## config.mk

```make
export PLATFORM = sky130hd
export DESIGN_NAME = dsm2_frame_serializer
export DESIGN_NICKNAME = d
export VERILOG_FILES = /design/src/hw/rtl/dsm2fs_pkg.sv /design/src/hw/rtl/dsm2_frame_serializer.sv /design/src/hw/rtl/dsm2fs_byte_unit.sv /design/src/hw/rtl/dsm2fs_packer.sv
export SDC_FILE = /design/constraint.sdc
export NUM_CORES = 1
export LEC_CHECK = 0
export BUFFER_PORTS_ARGS = -buffer_cell sky130_fd_sc_hd__buf_4
export CAP_MARGIN = 25
export CORE_MARGIN = 5
export CORE_UTILIZATION = 26
export CTS_CLUSTER_DIAMETER = 40
export DETAILED_ROUTE_END_ITERATION = 10
export SLEW_MARGIN = 10
export SYNTH_ARGS = -nofsm -noshare
export SYNTH_HDL_FRONTEND = slang
export SYNTH_HIERARCHICAL = 1
export SYNTH_SLANG_ARGS = --single-unit
export TNS_END_PERCENT = 20
```

## constraint.sdc

```tcl
create_clock -name clk_i -period 6.92 [get_ports clk_i]
set_clock_uncertainty 0.1 [all_clocks]
set_input_delay 0.692 -clock clk_i [delete_from_list [all_inputs] [get_ports clk_i]]
set_output_delay 0.692 -clock clk_i [all_outputs]
set_load 0.01 [all_outputs]
```

## src/hw/rtl/dsm2fs_pkg.sv

```systemverilog
// Package for the DSM2 frame serializer.
// Holds the frame geometry, header codes, register indexes and shared types.
// No dependencies.
package dsm2fs_pkg;

  localparam int NUM_CHANNELS = 6;
  localparam int IDLE_BITS    = 16;
  localparam int FRAME_BYTES  = 2 + 2 * NUM_CHANNELS;
  localparam int CHAR_W       = 11;
  localparam int TOTAL_BITS   = FRAME_BYTES * CHAR_W + IDLE_BITS;
  localparam int NUM_OUT      = TOTAL_BITS / 8;
  localparam int ACC_W        = 24;
  localparam int ACC_CNT_W    = $clog2(ACC_W + 1);
  localparam int OUT_CNT_W    = $clog2(NUM_OUT + 1);
  localparam int CHAR_IDX_W   = $clog2(FRAME_BYTES + 1);
  localparam int CH_IDX_W     = (NUM_CHANNELS > 1) ? $clog2(NUM_CHANNELS) : 1;
  localparam int CHAN_W       = 12;
  localparam int PULSE_W      = 10;
  localparam int PROD_W       = CHAN_W + 5;
  localparam int CFG_IDX_W    = 8;

  localparam logic [7:0] HDR_RESET        = 8'hFF;
  localparam logic [7:0] HDR_INVALID_MASK = 8'h47;
  localparam logic [7:0] HDR_LP45         = 8'h80;
  localparam logic [7:0] HDR_DSM2         = 8'h90;
  localparam logic [7:0] HDR_DSMX         = 8'h98;
  localparam int         HDR_BIND_BIT     = 7;
  localparam int         HDR_RANGE_BIT    = 5;

  localparam logic [1:0] MODE_LP45  = 2'd0;
  localparam logic [1:0] MODE_DSM2  = 2'd1;
  localparam logic [1:0] MODE_RESET = 2'd2;

  localparam logic [CFG_IDX_W-1:0] REG_PROTOCOL_MODE = 8'd0;
  localparam logic [CFG_IDX_W-1:0] REG_MODEL_ID      = 8'd1;

  localparam logic signed [CHAN_W-1:0] PULSE_CENTER = 12'sd512;
  localparam logic signed [CHAN_W-1:0] PULSE_MAX    = 12'sd1023;

  typedef enum logic {
    ST_IDLE,
    ST_RUN
  } state_e;

  typedef logic [NUM_CHANNELS-1:0][CHAN_W-1:0] chan_vec_t;

  typedef struct packed {
    logic              start;
    logic              app_valid;
    logic [CHAR_W-1:0] char_bits;
  } pack_ctrl_t;

  typedef struct packed {
    logic app_ready;
    logic done;
  } pack_stat_t;

endpackage

```

## src/hw/rtl/dsm2_frame_serializer.sv

```systemverilog
// Top level of the DSM2 frame serializer: sequencer, header state, registers.
// Instantiates dsm2fs_byte_unit and dsm2fs_packer. Depends on dsm2fs_pkg.
//
// Each accepted frame request yields 21 output bytes: a 14-byte radio-control
// frame sent as 11-bit serial characters (start 0, eight data bits LSB first,
// two stop 1s) followed by 14 idle 1s, packed LSB first; last_o marks the final
// byte. Up to one character per cycle is built by a shared byte unit and
// appended to a 24-bit packer when it has room; the packer emits at most one
// byte per cycle. A frame request is taken only in idle; then the first
// character is loaded, the 21 bytes are emitted one per cycle while the output
// side does not stall, and the sequencer returns to idle; no new frame is
// accepted before that. in_ready_o stays low from acceptance until the cycle
// after the last byte has been handed to the output register. The header byte
// is loaded from protocol_mode at the first frame after reset; later frames only
// update its bind bit (cleared once bind_switch_i is low) and its range bit.
module dsm2_frame_serializer import dsm2fs_pkg::*; (
  input  logic                 clk_i,
  input  logic                 rst_ni,
  input  logic                 cfg_valid_i,
  output logic                 cfg_ready_o,
  input  logic [CFG_IDX_W-1:0] cfg_index_i,
  input  logic [7:0]           cfg_data_i,
  input  logic                 in_valid_i,
  output logic                 in_ready_o,
  input  logic [CHAN_W-1:0]    chan0_i,
  input  logic [CHAN_W-1:0]    chan1_i,
  input  logic [CHAN_W-1:0]    chan2_i,
  input  logic [CHAN_W-1:0]    chan3_i,
  input  logic [CHAN_W-1:0]    chan4_i,
  input  logic [CHAN_W-1:0]    chan5_i,
  input  logic                 bind_switch_i,
  input  logic                 range_check_i,
  output logic                 out_valid_o,
  input  logic                 out_ready_i,
  output logic [7:0]           stream_byte_o,
  output logic                 last_o
);

  state_e                state_q, state_d;
  logic [1:0]            mode_q, mode_d;
  logic [7:0]            model_id_q, model_id_d;
  logic [7:0]            header_q, header_d, hdr_load;
  logic [CHAR_IDX_W-1:0] char_idx_q, char_idx_d;
  chan_vec_t             chans_q, chans_d;
  logic                  in_acc, cfg_acc;
  logic [7:0]            frame_byte;
  pack_ctrl_t            pack_ctrl;
  pack_stat_t            pack_stat;

  assign cfg_ready_o = 1'b1;
  assign cfg_acc     = cfg_valid_i && cfg_ready_o;
  assign in_acc      = in_valid_i && in_ready_o;

  always_comb begin
    mode_d     = mode_q;
    model_id_d = model_id_q;
    if (cfg_acc) begin
      unique case (cfg_index_i)
        REG_PROTOCOL_MODE: mode_d     = cfg_data_i[1:0];
        REG_MODEL_ID:      model_id_d = cfg_data_i;
        default:           ;
      endcase
    end
  end

  always_comb begin
    unique case (mode_q)
      MODE_LP45: hdr_load = HDR_LP45;
      MODE_DSM2: hdr_load = HDR_DSM2;
      default:   hdr_load = HDR_DSMX;
    endcase
    header_d = header_q;
    if (in_acc) begin
      if ((header_q & HDR_INVALID_MASK) != 8'h00) begin
        header_d = hdr_load;
      end
      if (header_d[HDR_BIND_BIT] && !bind_switch_i) begin
        header_d[HDR_BIND_BIT] = 1'b0;
      end
      header_d[HDR_RANGE_BIT] = !header_d[HDR_BIND_BIT] && range_check_i;
    end
  end

  always_comb begin
    chans_d = chans_q;
    if (in_acc) begin
      chans_d = {chan5_i, chan4_i, chan3_i, chan2_i, chan1_i, chan0_i};
    end
  end

  always_comb begin
    state_d = state_q;
    unique case (state_q)
      ST_IDLE: if (in_acc) state_d = ST_RUN;
      ST_RUN:  if (pack_stat.done) state_d = ST_IDLE;
      default: state_d = ST_IDLE;
    endcase
  end

  always_comb begin
    in_ready_o          = 1'b0;
    pack_ctrl.start     = 1'b0;
    pack_ctrl.app_valid = 1'b0;
    unique case (state_q)
      ST_IDLE: begin
        in_ready_o      = 1'b1;
        pack_ctrl.start = in_valid_i;
      end
      ST_RUN: begin
        pack_ctrl.app_valid = 1'b1;
      end
      default: ;
    endcase
    if (char_idx_q < CHAR_IDX_W'(FRAME_BYTES)) begin
      pack_ctrl.char_bits = {2'b11, frame_byte, 1'b0};
    end else begin
      pack_ctrl.char_bits = '1;
    end
  end

  always_comb begin
    char_idx_d = char_idx_q;
    if (in_acc) begin
      char_idx_d = '0;
    end else if (pack_stat.app_ready && char_idx_q < CHAR_IDX_W'(FRAME_BYTES)) begin
      char_idx_d = char_idx_q + CHAR_IDX_W'(1);
    end
  end

  always_ff @(posedge clk_i or negedge rst_ni) begin
    if (!rst_ni) begin
      state_q    <= ST_IDLE;
      mode_q     <= MODE_RESET;
      model_id_q <= '0;
      header_q   <= HDR_RESET;
      char_idx_q <= '0;
    end else begin
      state_q    <= state_d;
      mode_q     <= mode_d;
      model_id_q <= model_id_d;
      header_q   <= header_d;
      char_idx_q <= char_idx_d;
    end
  end

  always_ff @(posedge clk_i) begin
    chans_q <= chans_d;
  end

  dsm2fs_byte_unit u_byte_unit (
    .char_idx_i (char_idx_q),
    .header_i   (header_q),
    .model_id_i (model_id_q),
    .chans_i    (chans_q),
    .byte_o     (frame_byte)
  );

  dsm2fs_packer u_packer (
    .clk_i         (clk_i),
    .rst_ni        (rst_ni),
    .ctrl_i        (pack_ctrl),
    .stat_o        (pack_stat),
    .out_valid_o   (out_valid_o),
    .out_ready_i   (out_ready_i),
    .stream_byte_o (stream_byte_o),
    .last_o        (last_o)
  );

endmodule

```

## src/hw/rtl/dsm2fs_byte_unit.sv

```systemverilog
// Shared byte unit: selects header, model id or a scaled channel byte.
// Scales the selected channel to a 10-bit pulse. Depends on dsm2fs_pkg.
module dsm2fs_byte_unit import dsm2fs_pkg::*; (
  input  logic [CHAR_IDX_W-1:0] char_idx_i,
  input  logic [7:0]            header_i,
  input  logic [7:0]            model_id_i,
  input  chan_vec_t             chans_i,
  output logic [7:0]            byte_o
);

  logic [CHAR_IDX_W-1:0]    rel;
  logic [CH_IDX_W-1:0]      ch_idx;
  logic signed [CHAN_W-1:0] sel;
  logic signed [PROD_W-1:0] ext;
  logic signed [PROD_W-1:0] prod;
  logic signed [CHAN_W-1:0] sum;
  logic [PULSE_W-1:0]       pulse;

  assign rel    = char_idx_i - CHAR_IDX_W'(2);
  assign ch_idx = rel[CH_IDX_W:1];
  assign sel    = (32'(ch_idx) < NUM_CHANNELS) ? $signed(chans_i[ch_idx]) : '0;
  assign ext    = PROD_W'(sel);
  assign prod   = (ext <<< 3) + (ext <<< 2) + ext;
  assign sum    = $signed(prod[PROD_W-1:5]) + PULSE_CENTER;

  always_comb begin
    if (sum < 0) begin
      pulse = '0;
    end else if (sum > PULSE_MAX) begin
      pulse = PULSE_MAX[PULSE_W-1:0];
    end else begin
      pulse = sum[PULSE_W-1:0];
    end
  end

  always_comb begin
    if (char_idx_i == CHAR_IDX_W'(0)) begin
      byte_o = header_i;
    end else if (char_idx_i == CHAR_IDX_W'(1)) begin
      byte_o = model_id_i;
    end else if (!char_idx_i[0]) begin
      byte_o = 8'({ch_idx, 2'b00}) | {6'b0, pulse[9:8]};
    end else begin
      byte_o = pulse[7:0];
    end
  end

endmodule

```

## src/hw/rtl/dsm2fs_packer.sv

```systemverilog
// Bit packer: appends 11-bit serial characters and emits bytes of the stream.
// Owns the output register and the emitted-byte count. Depends on dsm2fs_pkg.
module dsm2fs_packer import dsm2fs_pkg::*; (
  input  logic       clk_i,
  input  logic       rst_ni,
  input  pack_ctrl_t ctrl_i,
  output pack_stat_t stat_o,
  output logic       out_valid_o,
  input  logic       out_ready_i,
  output logic [7:0] stream_byte_o,
  output logic       last_o
);

  logic [ACC_W-1:0]     acc_q, acc_d, acc_after;
  logic [ACC_CNT_W-1:0] cnt_q, cnt_d, cnt_after;
  logic [OUT_CNT_W-1:0] nbyte_q, nbyte_d;
  logic                 out_valid_q, out_valid_d;
  logic [7:0]           out_byte_q, out_byte_d;
  logic                 out_last_q, out_last_d;
  logic                 out_free, emit, space, append;

  assign out_free  = !out_valid_q || out_ready_i;
  assign emit      = !ctrl_i.start && (cnt_q >= ACC_CNT_W'(8)) && out_free
                     && (nbyte_q != OUT_CNT_W'(NUM_OUT));
  assign cnt_after = emit ? cnt_q - ACC_CNT_W'(8) : cnt_q;
  assign acc_after = emit ? acc_q >> 8 : acc_q;
  assign space     = cnt_after <= ACC_CNT_W'(ACC_W - CHAR_W);
  assign append    = ctrl_i.app_valid && space;

  always_comb begin
    if (ctrl_i.start) begin
      acc_d   = '0;
      cnt_d   = '0;
      nbyte_d = '0;
    end else begin
      acc_d   = append ? acc_after | (ACC_W'(ctrl_i.char_bits) << cnt_after) : acc_after;
      cnt_d   = append ? cnt_after + ACC_CNT_W'(CHAR_W) : cnt_after;
      nbyte_d = emit ? nbyte_q + OUT_CNT_W'(1) : nbyte_q;
    end
    out_valid_d = emit || (out_valid_q && !out_ready_i);
    out_byte_d  = emit ? acc_q[7:0] : out_byte_q;
    out_last_d  = emit ? (nbyte_q == OUT_CNT_W'(NUM_OUT - 1)) : out_last_q;
  end

  always_ff @(posedge clk_i or negedge rst_ni) begin
    if (!rst_ni) begin
      cnt_q       <= '0;
      nbyte_q     <= '0;
      out_valid_q <= 1'b0;
    end else begin
      cnt_q       <= cnt_d;
      nbyte_q     <= nbyte_d;
      out_valid_q <= out_valid_d;
    end
  end

  always_ff @(posedge clk_i) begin
    acc_q      <= acc_d;
    out_byte_q <= out_byte_d;
    out_last_q <= out_last_d;
  end

  assign stat_o.app_ready = append;
  assign stat_o.done      = (nbyte_q == OUT_CNT_W'(NUM_OUT));
  assign out_valid_o      = out_valid_q;
  assign stream_byte_o    = out_byte_q;
  assign last_o           = out_last_q;

endmodule

```

==> impl_results.md, run 1 <==
* DRC at 0
* Slowest CP cell: a2111oi_0
* GR peak layer: met2
* R2r startpoint: char_idx_q[2]$_DFFE_PN0P_
* Fillers at approximately 3000
* DRT antenna net count at 0
* Total Die Area at between 30000 and 40000 um^2
* EDFF count, synth at 81
* Maximum fanout along the worst path at 15
* Avg WL per Cell at approximately 16 um
* Critical path buffers and inverters at 2
* Final hold viol count at 0
* TritonRoute pass-1 iters at 5
* Max-cap violation count at 0
* Fmax at around 0.15 GHz
* IO buf count at 105
* Post-route minimum period at 6.48 ns
* GRT overflow at 0
* Worst hold margin at roughly 0.12 ns
* Root Buffer: clkbuf_16
* Delay-heaviest family, CP: compound AO/OA/AOI/OAI gates
* FP Rows at 62
* Required time of the critical path at 7.10 ns
* Initial antenna violation count at 0
* Sequential Area at 3700 um^2
* Relative slew slack at 33.4%
* Synth cell types at 81
* Syn_area_per_cell at 11.8 um^2
* Final cell utilization of the core at 32.7%
* CTS tree: built
* Warnings, synthesis at 6
* # IOs at 107
* Slew Viols, Final at 0
* HPWL after DPL at between 10000 and 15000 um
* Area grow syn2layout at 23.6%
* Crit end category: register
* Core ar. at around 29000 um^2
* Sink Count at ~140
* Critical path type: register to register
* Share of layout cells above drive strength 1 at 27.6%
* Synth Instances at 648
* CP Launch Point: char_idx_q[2]$_DFFE_PN0P_
* Via count at 5427
* DR iter-0 viols at 436
* Total CTS buffers at 17
* Max incr delay on CP at 0.51 ns
* H-Tree Depth at 4
* CTS Buffer Depth at 2
* Largest net degree at the start of global routing at between 80 and 90
* Die W at 181 um
* Synthesis-stage register bit count at 136
* Routed WL at 17900 um
* Die Height at 181 um
* GRT Util Overall at between 10% and 20%
* Multi-input logic area at roughly 3700 um^2
* Seq/Total Area, Yosys at 48.4%
* Initial Utilization at between 20% and 30%
* First-pass GRT wire length at 29300 um
* CP arrival at 6.66 ns
* CP Launch Type: register
* Vias in the first global route at 5510
* Outcome: completed
* Setup Viol. Count Final at 0
* CP Cell Sequence: inv_1 -> ha_1 -> xor2_4 -> mux4_2 -> a21oi_1 -> fa_1 -> inv_1 -> ha_1 -> a21o_1 -> a211o_1 -> a311o_1 -> a21o_1 -> o311ai_2 -> a31oi_1 -> a311o_1 -> nand2b_1 -> mux2i_1 -> mux4_2 -> nor2_1 -> a2111oi_0 -> nor4_1
* Setup TNS Final at 0 ns
* Global Route met2 Usage at between 10% and 20%
* Setup Buffers After CTS at 0
* # hold bufs at CTS at 0
* Clock Pin Slew Worst Setup and Hold Paths at roughly 0.06 ns
* Via density at 4.71
* Nets at 879
* RePlAce Congestion at 0.860
* Share of synthesized registers carrying an async set or reset at 22.8%
* Grt met3 use at 2.38%
* Ys flop type: edfxtp_1
* Clock Latency Late Sink at roughly 0.42 ns
* Diode count at 0
* Mapped Area at 7640 um^2
* Tightest Pin Transition at around 1 ns
* Hold crit path type: input port to asynchronous set/reset pin
* Period utilisation layout at roughly 94%
* RSZ-0062 raised after global routing: no
* Grt met1 use at 14.4%
-- timing repair --
action                     in CTS  in global routing
resized for setup               0                  1
setup endpoints to repair       0                  1
hold endpoints to repair        0                  0
-- state kept, by name (all words and copies together), names as in the netlist --
name	flops
chans_q	72
char_idx_q	4
header_q	5
mode_q	2
model_id_q	8
state_q	1
u_packer/acc_q	24
u_packer/cnt_q	5
u_packer/last_o	1
u_packer/nbyte_q	5
u_packer/out_valid_o	1
u_packer/stream_byte_o	8
-- Yosys cell counts (3+ instances only) --
cell      instances  share of area [%]
edfxtp_1         81                 32
mux2i_1          54                7.1
nor2_1           39                1.9
inv_1            38                1.9
nand2_1          31                1.5
mux2_2           29                4.3
o21ai_0          27                1.8
dfrtp_1          25                8.2
a21oi_1          24                1.6
dfxtp_1          24                6.3
ha_1             19                3.1
clkbuf_1         18               0.88
nand2b_1         16                1.3
o22ai_1          14                1.1
nor3_1           13               0.85
mux4_2           12                3.5
nand3_1          12               0.79
fa_1             10                2.6
o31ai_1          10               0.98
nand4_1           9               0.74
a31oi_1           8               0.65
and3_1            7               0.57
buf_2             7               0.46
nor2b_1           7               0.57
o211ai_1          7               0.69
dfstp_2           6                2.1
a211oi_1          5               0.49
a21o_1            5               0.49
buf_4             5               0.49
or3_1             5               0.41
xor2_1            5               0.57
a32o_1            4               0.52
a21boi_0          3               0.29
buf_1             3               0.15
o32ai_1           3               0.34
xnor2_1           3               0.34
-- cell families after synthesis --
logic type | Yosys count | synth area share [%]
other cells | 1 | 0.0491
fa+ha+maj | 29 | 5.73
buf+inv | 73 | 3.95
compound gates | 142 | 13.3
mux | 97 | 15.6
xor+xnor | 10 | 1.34
simple gates | 160 | 11.8
flops | 136 | 48.4
-- routing by layer --
layer	up-vias	wire length, um
met5	-	0
met4	0	344
met3	23	563
met2	111	8860
met1	2637	8180
li1	2656	-
-- placed cells by master, fill, tap and decap left out, types with 12 or more instances in the layout --
| cell type | netlist | layout |
|---|---|---|
| a21oi_1 | 24 | 24 |
| nand2_1 | 31 | 31 |
| o21ai_0 | 27 | 27 |
| nand2b_1 | 16 | 16 |
| edfxtp_1 | 81 | 81 |
| dfxtp_1 | 24 | 24 |
| nand3_1 | 12 | 12 |
| inv_1 | 38 | 37 |
| mux4_2 | 12 | 12 |
| mux2_2 | 29 | 29 |
| buf_4 | 5 | 114 |
| ha_1 | 19 | 19 |
| clkbuf_16 | 0 | 17 |
| mux2i_1 | 54 | 54 |
| dfrtp_1 | 25 | 24 |
| o22ai_1 | 14 | 14 |
| nor3_1 | 13 | 13 |
| nor2_1 | 39 | 39 |
-- worst paths after layout --
check	slack, ns	depth (start not counted)	endpoint
setup / recovery	0.44	21	u_packer/acc_q[15]$_SDFF_PP0_
hold / removal	0.12	1	u_packer/cnt_q[3]$_DFF_PN0_
setup reg to reg	0.44	21	u_packer/acc_q[15]$_SDFF_PP0_
hold reg to reg	0.33	0	u_packer/stream_byte_o[6]$_DFFE_PP_
max in group asynchronous	6.26	1	header_q[4]$_DFFE_PN1P_
min in group clk_i	0.33	0	u_packer/stream_byte_o[6]$_DFFE_PP_
-- cell type report --
type                    count  area share [%]
repair buffers            114            9.06
multi-input cells         446            39.0
flip-flops and latches    136            39.1
clock buffers              22            4.81
well taps                 384            5.09
clock inverters            10            1.30
inverters                  40            1.60
-- metrics by stage --
step	setup slack, ns	area (um^2)	instances
5_1_grt	0.0262	9450	1152
3_5_place_dp	0.315	8860	1120
2_1_floorplan	0.189	7670	655
4_1_cts	0.313	9430	1152
3_3_place_gp	0.553	8860	1120
6_report	0.439	9450	1152
Power of run 1 is left out: the tool's default activity adds up to more than one toggle a clock period on the data nets, which glitch-free logic cannot reach.
==> inputs of run 2 (changes only) <==
--- a/config.mk
+++ b/config.mk
@@ -6,14 +6,11 @@
 export NUM_CORES = 1
 export LEC_CHECK = 0
 export BUFFER_PORTS_ARGS = -buffer_cell sky130_fd_sc_hd__buf_4
-export CAP_MARGIN = 25
-export CORE_MARGIN = 5
 export CORE_UTILIZATION = 26
 export CTS_CLUSTER_DIAMETER = 40
 export DETAILED_ROUTE_END_ITERATION = 10
 export SLEW_MARGIN = 10
 export SYNTH_ARGS = -nofsm -noshare
 export SYNTH_HDL_FRONTEND = slang
-export SYNTH_HIERARCHICAL = 1
 export SYNTH_SLANG_ARGS = --single-unit
 export TNS_END_PERCENT = 20
==> impl_results.md, run 2 <==
* CP Launch Type: register (unchanged)
* Die Height at 173 um (was 181 um)
* # hold bufs at CTS at 0 (unchanged)
* RSZ-0062 raised after global routing: no (unchanged)
* Share of synthesized registers carrying an async set or reset at 22.8% (unchanged)
* FF-to-FF path depth at 18 (was 21)
* CTS tree: built (unchanged)
* Fmax at 0.161 GHz (was 0.154 GHz)
* Synth top area cells: edfxtp_1 (32%), dfrtp_1 (8.2%), dfxtp_1 (6.3%), ha_1 (3.8%), nand2_1 (3.4%) (was edfxtp_1 (32%), dfrtp_1 (8.2%), mux2i_1 (7.1%), dfxtp_1 (6.3%), mux2_2 (4.3%))
* Core ar. at 28800 um^2 (was 28900 um^2)
* Synth top area share at 31.9% (was 31.8%)
* Max reg flops at 72 (unchanged)
* Post-route minimum period at 6.19 ns (was 6.48 ns)
* Max-cap violation count at 0 (unchanged)
* Setup Buffers After CTS at 0 (unchanged)
* Most flop-heavy register: chans_q (unchanged)
* Hold crit path type: input port to asynchronous set/reset pin (unchanged)
* Register-to-register setup slack at 0.73 ns (was 0.44 ns)
* CTS Buffer Depth at 2 (unchanged)
* Final hold viol count at 0 (unchanged)
* Initial antenna violation count at 0 (unchanged)
* Share of layout cells above drive strength 1 at 24.0% (was 27.6%)
* # IOs at 107 (unchanged)
* CP arrival at 6.39 ns (was 6.66 ns)
* TritonRoute pass-1 iters at 6 (was 5)
* Relative slew slack at 36.7% (was 33.4%)
* IO buf count at 105 (unchanged)
* Via density at 4.84 (was 4.71)
* Nets at 924 (was 879)
* GRT overflow at 0 (unchanged)
* Outcome: completed (unchanged)
* Sink Count at 136 (unchanged)
* RePlAce Congestion at 0.872 (was 0.860)
* Clock Latency Late Sink at 0.43 ns (was 0.42 ns)
* Area leader, netlist: edfxtp_1 (unchanged)
* Ys flop type: edfxtp_1 (unchanged)
* Largest regs: chans_q x72, u_packer.acc_q x24 (was chans_q x72, u_packer/acc_q x24)
* Setup Viol. Count Final at 0 (unchanged)
* Critical path buffers and inverters at 2 (unchanged)
* Crit end category: register (unchanged)
* Syn_area_per_cell at 10.8 um^2 (was 11.8 um^2)
* Routed WL at 18300 um (was 17900 um)
* Max incr delay on CP at 0.68 ns (was 0.51 ns)
* Diode count at 0 (unchanged)
* Total CTS buffers at 17 (unchanged)
* First-pass GRT wire length at 29500 um (was 29300 um)
* Largest net degree at the start of global routing at 78 (was 81)
* Worst path depth at 18 (was 21)
* Mapped Area at 7610 um^2 (was 7640 um^2)
* DR iter-0 viols at 322 (was 436)
* Via count at 5776 (was 5427)
* Clock Pin Slew Worst Setup and Hold Paths at 0.06 ns (about the same)
* Root Buffer: clkbuf_16 (unchanged)
* Synthesis-stage register bit count at 136 (unchanged)
* Most frequent cells in the layout: buf_4 (111), edfxtp_1 (81), nand2_1 (68), nor2_1 (49), a21oi_1 (37) (was buf_4 (114), edfxtp_1 (81), mux2i_1 (54), nor2_1 (39), inv_1 (37))
* EDFF count, synth at 81 (unchanged)
* Tightest Pin Transition at 0.950 ns (was 0.999 ns)
* Critical path type: register to register (unchanged)
* Setup TNS Final at 0 ns (unchanged)
* R2r startpoint: char_idx_q[2]$_DFFE_PN0P_ (unchanged)
* Synth Instances at 702 (was 648)
* Non-Filler Instances at 1193 (was 1152)
* Vias in the first global route at 5678 (was 5510)
* Total Die Area at 30000 um^2 (was 32900 um^2)
* Area grow syn2layout at 23.3% (was 23.6%)
* Commonest non-fill, non-tap cell in the layout: buf_4 (unchanged)
* Initial Utilization at 26.5% (about the same)
* CP Cell Sequence: inv_1 -> ha_1 -> xor2_4 -> mux4_2 -> a21oi_1 -> fa_1 -> inv_1 -> ha_1 -> a21oi_1 -> o41ai_1 -> a31oi_2 -> nor3_1 -> o311ai_0 -> nand2b_1 -> o21bai_1 -> o31ai_1 -> a211oi_1 -> o22ai_1 (was inv_1 -> ha_1 -> xor2_4 -> mux4_2 -> a21oi_1 -> fa_1 -> inv_1 -> ha_1 -> a21o_1 -> a211o_1 -> a311o_1 -> a21o_1 -> o311ai_2 -> a31oi_1 -> a311o_1 -> nand2b_1 -> mux2i_1 -> mux4_2 -> nor2_1 -> a2111oi_0 -> nor4_1)
* Most frequent cell after synthesis: edfxtp_1 (unchanged)
* DRC at 0 (unchanged)
* GRT Util Overall at 12.4% (was 10.9%)
* R2r endpoint: u_packer.acc_q[6]$_SDFF_PP0_ (was u_packer/acc_q[15]$_SDFF_PP0_)
* Avg WL per Cell at 15.3 um (was 15.6 um)
* Top cells by count, synth: edfxtp_1 (81), nand2_1 (68), nor2_1 (49), a21oi_1 (37), inv_1 (37) (was edfxtp_1 (81), mux2i_1 (54), nor2_1 (39), inv_1 (38), nand2_1 (31))
* Slew Viols, Final at 0 (unchanged)
* Delay-heaviest family, CP: compound AO/OA/AOI/OAI gates (unchanged)
* Synth cell types at 86 (was 81)
* Maximum fanout along the worst path at 27 (was 15)
* FP Rows at 62 (unchanged)
* Post-CTS Resized at 0 (unchanged)
* Fillers at 2925 (was 2949)
* DRT antenna net count at 0 (unchanged)
* Net Count, Synth at 830
* Required time of the critical path at 7.11 ns (was 7.10 ns)
* Period utilisation layout at 89.5% (was 93.7%)
* H-Tree Depth at 4 (unchanged)
* Seq/Total Area, Yosys at 48.5% (was 48.4%)
* HPWL after DPL at 13500 um (was 13100 um)
* Slowest CP cell: xor2_4 (was a2111oi_0)
* Cell total after placement at 1161 (was 1120)
* Die W at 173 um (was 181 um)
* Warnings, synthesis at 0 (was 6)
run 2: per-layer routing:
layer	track usage (%)	part of all wire [%]
met1	16.1	46
met2	20.2	48
met3	2.86	4.0
met4	3.91	1.6
met5	0	0
run 2: layout make-up:
type	instances	area, um^2	area share (%)
clock buffer	17	425	4.53
clock inverter	15	189	2.01
inverter	42	159	1.69
multi-input combinational	488	3600	38.4
sequential	136	3700	39.4
tap	384	480	5.12
timing repair buffer	111	833	8.88
run 2: worst max path at each step:
stage / startpoint / end / slack [ns]
detailed placement: char_idx_q[2]$_DFFE_PN0P_ / u_packer.acc_q[4]$_SDFF_PP0_ / 0.76
CTS: char_idx_q[2]$_DFFE_PN0P_ / u_packer.acc_q[4]$_SDFF_PP0_ / 0.74
floorplan: char_idx_q[1]$_DFFE_PN0P_ / u_packer.acc_q[18]$_SDFF_PP0_ / 0.37
global route: char_idx_q[2]$_DFFE_PN0P_ / u_packer.acc_q[6]$_SDFF_PP0_ / 0.15
finish: char_idx_q[2]$_DFFE_PN0P_ / u_packer.acc_q[6]$_SDFF_PP0_ / 0.73
global placement: char_idx_q[2]$_DFFE_PN0P_ / u_packer.acc_q[13]$_SDFF_PP0_ / 0.93
run 2: kinds of logic (layout without fill, tap and decap cells):
kind of cell | after synthesis | count (layout) | synth area share (%)
xor+xnor | 14 | 14 | 1.86
compound gates | 189 | 189 | 17.8
flops | 136 | 136 | 48.5
other cells | 1 | 1 | 0.0493
mux | 44 | 44 | 7.81
buf+inv | 78 | 185 | 4.12
fa+ha+maj | 34 | 34 | 6.56
simple gates | 206 | 206 | 13.3
run 2: metrics by stage:
step / area [um^2] / utilization, % / worst slack [ns] / hold slack, ns
2_1_floorplan: 7610 / - / 0.369 / 0.296
3_3_place_gp: 8770 / 30.5 / 0.930 / 0.314
3_5_place_dp: 8770 / 30.5 / 0.762 / 0.320
4_1_cts: 9390 / 32.6 / 0.741 / 0.0961
5_1_grt: 9390 / 32.6 / 0.153 / 0.112
6_report: 9390 / 32.6 / 0.728 / 0.0885
Power of run 2 is left out for the same reason.
==> inputs of run 3 (changes only) <==
--- a/config.mk
+++ b/config.mk
@@ -5,6 +5,7 @@
 export SDC_FILE = /design/constraint.sdc
 export NUM_CORES = 1
 export LEC_CHECK = 0
+export ABC_AREA = 1
 export BUFFER_PORTS_ARGS = -buffer_cell sky130_fd_sc_hd__buf_4
 export CORE_UTILIZATION = 26
 export CTS_CLUSTER_DIAMETER = 40
@@ -13,4 +14,4 @@
 export SYNTH_ARGS = -nofsm -noshare
 export SYNTH_HDL_FRONTEND = slang
 export SYNTH_SLANG_ARGS = --single-unit
-export TNS_END_PERCENT = 20
+export TNS_END_PERCENT = 5
==> impl_results.md, run 3 <==
* Outcome: finished with violations (was completed)
* Violated checks: design-rule violations
* Synth top area cells: edfxtp_1 (33%), nand2_1 (9.1%), dfrtp_1 (8.5%), dfxtp_1 (6.5%), o21ai_0 (6.2%) (was edfxtp_1 (32%), dfrtp_1 (8.2%), dfxtp_1 (6.3%), ha_1 (3.8%), nand2_1 (3.4%))
* Largest regs: chans_q x72, u_packer.acc_q x24 (unchanged)
* Register-to-register setup slack at 1.34 ns (was 0.73 ns)
* Most frequent cell after synthesis: nand2_1 (was edfxtp_1)
* Placement Cell Area at 8510 um^2 (was 8770 um^2)
* Period utilisation layout at 80.7% (was 89.5%)
* Slew Viols, Final at 0 (unchanged)
* Sink Count at 136 (unchanged)
* # hold bufs at CTS at 0 (unchanged)
* GRT Util Overall at 12.8% (was 12.4%)
* Relative slew slack at 38.7% (was 36.7%)
* Via density at 4.50 (was 4.84)
* Initial Utilization at 26.5% (about the same)
* Commonest non-fill, non-tap cell in the layout: nand2_1 (was buf_4)
* Tightest Pin Transition at 0.910 ns (was 0.950 ns)
* CTS tree: built (unchanged)
* Largest net degree at the start of global routing at 52 (was 78)
* Largest family of logic cells by synthesized area: simple AND/OR/NAND/NOR gates (was compound AO/OA/AOI/OAI gates)
* Fillers at 2944 (was 2925)
* Net Count, Synth at 959 (was 830)
* Maximum fanout along the worst path at 14 (was 27)
* Required time of the critical path at 7.10 ns (was 7.11 ns)
* Most flop-heavy register: chans_q (unchanged)
* Slowest CP cell: o21ai_0 (was xor2_4)
* Die W at 170 um (was 173 um)
* Hold crit path type: input port to asynchronous set/reset pin (unchanged)
* RSZ-0062 raised after global routing: no (unchanged)
* XOR/XNOR Fraction of Synth Area at 0.817% (was 1.86%)
* Total Die Area at 28900 um^2 (was 30000 um^2)
* Ys flop type: edfxtp_1 (unchanged)
* Worst hold margin at 0.106 ns (was 0.0885 ns)
* FF-to-FF path depth at 30 (was 18)
* RePlAce Congestion at 0.889 (was 0.872)
* Post-route minimum period at 5.58 ns (was 6.19 ns)
* CP arrival at 5.77 ns (was 6.39 ns)
* Seq/Total Area, Yosys at 50.3% (was 48.5%)
* Top cells by count, synth: nand2_1 (179), inv_1 (95), o21ai_0 (91), edfxtp_1 (81), nand3_1 (69) (was edfxtp_1 (81), nand2_1 (68), nor2_1 (49), a21oi_1 (37), inv_1 (37))
* Avg WL per Cell at 13.4 um (was 15.3 um)
* Area leader, netlist: edfxtp_1 (unchanged)
* DR iter-0 viols at 490 (was 322)
* DRC at 2 (was 0)
* Syn_area_per_cell at 8.85 um^2 (was 10.8 um^2)
* Max reg flops at 72 (unchanged)
* Root Buffer: clkbuf_16 (unchanged)
* Via count at 5951 (was 5776)
* Area grow syn2layout at 24.1% (was 23.3%)
* Clock Latency Late Sink at 0.43 ns (about the same)
* Die Height at 170 um (was 173 um)
* Total CTS buffers at 17 (unchanged)
* Most frequent cells in the layout: nand2_1 (179), buf_4 (112), inv_1 (94), o21ai_0 (91), edfxtp_1 (81) (was buf_4 (111), edfxtp_1 (81), nand2_1 (68), nor2_1 (49), a21oi_1 (37))
* Mapped Area at 7350 um^2 (was 7610 um^2)
* First-pass GRT wire length at 29100 um (was 29500 um)
* Crit path top cell by count: nand2_1
* Clock Pin Slew Worst Setup and Hold Paths at 0.07 ns (was 0.06 ns)
* Critical path type: register to register (unchanged)
* Warnings, synthesis at 0 (unchanged)
* Synth top area share at 33.1% (was 31.9%)
* Vias in the first global route at 5812 (was 5678)
* Sequential Area at 3700 um^2 (about the same)
* Routed WL at 17700 um (was 18300 um)
* H-Tree Depth at 4 (unchanged)
* Setup TNS Final at 0 ns (unchanged)
* Initial antenna violation count at 0 (unchanged)
* Adder-Cell Fraction of Synth Area at 6.64% (was 6.56%)
* Fmax at 0.179 GHz (was 0.161 GHz)
* Share of synthesized registers carrying an async set or reset at 22.8% (unchanged)
* Diode count at 0 (unchanged)
* FP Rows at 61 (was 62)
* R2r endpoint: u_packer.acc_q[8]$_SDFF_PP0_ (was u_packer.acc_q[6]$_SDFF_PP0_)
* Non-Filler Instances at 1322 (was 1193)
* Share of layout cells above drive strength 1 at 20.6% (was 24.0%)
* Mux share of post-synthesis cell area at 1.75% (was 7.81%)
* Crit end category: register (unchanged)
* CP Launch Type: register (unchanged)
* Synth cell types at 48 (was 86)
* Nets at 1059 (was 924)
* IO buf count at 105 (unchanged)
* Complex-gate fraction of the synthesized area at 12.0% (was 17.8%)
* Synthesis-stage register bit count at 136 (unchanged)
* Synth Instances at 831 (was 702)
* Setup Buffers After CTS at 0 (unchanged)
* Cell total after placement at 1290 (was 1161)
* # IOs at 107 (unchanged)
* Fraction of the mapped netlist area in simple logic gates at 21.1% (was 13.3%)
* Max-cap violation count at 0 (unchanged)
* Core ar. at 27800 um^2 (was 28800 um^2)
* DRT antenna net count at 0 (unchanged)
* Setup Viol. Count Final at 0 (unchanged)
* TritonRoute pass-1 iters at 8 (was 6)
* CTS Buffer Depth at 2 (unchanged)
* GRT overflow at 0 (unchanged)
* EDFF count, synth at 81 (unchanged)
* Post-CTS Resized at 0 (unchanged)
* Final hold viol count at 0 (unchanged)
* R2r startpoint: char_idx_q[2]$_DFFE_PN0P_ (unchanged)
* Max incr delay on CP at 0.71 ns (was 0.68 ns)
* Multi-input logic area at 3110 um^2 (was 3600 um^2)
* Post-Layout Inst Area at 9120 um^2 (was 9390 um^2)
* HPWL after DPL at 13100 um (was 13500 um)
## run 3: cell count changes after synthesis, moves of 13 or more
cell     change
nor3_1      -13
nor2_1      +15
o21ai_0     +64
mux2i_1     -15
nand2_1    +111
inv_1       +58
nand3_1     +54
## run 3: kinds of logic after synthesis
group,count (synthesis)
buffers and inverters,135
adders and majority gates,33
muxes,12
xor gates and xnor gates,6
other,1
DFF,136
and+or+nand+nor,352
AOI/OAI and AO/OA,156
## run 3: layout make-up
type                       count  share of cell area [%]
sequential                   136                    40.5
multi-input combinational    560                    34.1
inverter                     104                    4.32
tap                          378                    5.19
timing repair buffer         112                    9.22
clock buffer                  17                    4.67
clock inverter                15                    1.96
## run 3: critical path: cells and delay by family (launching register included)
family          cells  cell delay [ns]
compound gates      7             1.69
fa+ha+maj           3             1.35
buf+inv             5             0.65
flops               1             0.36
simple gates       15             1.27
## run 3: metal layers
metal / vias up / track usage [%] / routed length, um
met5: - / 0 / 0
met4: 0 / 4.54 / 271
met3: 19 / 2.56 / 686
met2: 149 / 20.8 / 8370
met1: 2785 / 16.9 / 8400
li1: 2998 / - / -
## run 3: metrics by stage
stage / util (%) / setup slack [ns]
after CTS: 32.8 / 1.37
after global placement: 30.6 / 1.44
after floorplan: - / 1.57
after detailed placement: 30.6 / 1.38
after global routing: 32.8 / 0.808
final: 32.8 / 1.34
## run 3: how the worst max path moves through the flow
stage	slack, ns	start	to	cells past startpoint
floorplan	1.57	char_idx_q[1]$_DFFE_PN0P_	u_packer.acc_q[14]$_SDFF_PP0_	32
finish	1.34	char_idx_q[2]$_DFFE_PN0P_	u_packer.acc_q[8]$_SDFF_PP0_	30
CTS	1.37	char_idx_q[2]$_DFFE_PN0P_	u_packer.acc_q[8]$_SDFF_PP0_	30
detailed placement	1.38	char_idx_q[2]$_DFFE_PN0P_	u_packer.acc_q[8]$_SDFF_PP0_	30
global route	0.81	char_idx_q[2]$_DFFE_PN0P_	u_packer.acc_q[12]$_SDFF_PP0_	28
global placement	1.44	char_idx_q[2]$_DFFE_PN0P_	u_packer.acc_q[14]$_SDFF_PP0_	29
Power of run 3 is left out for the same reason.
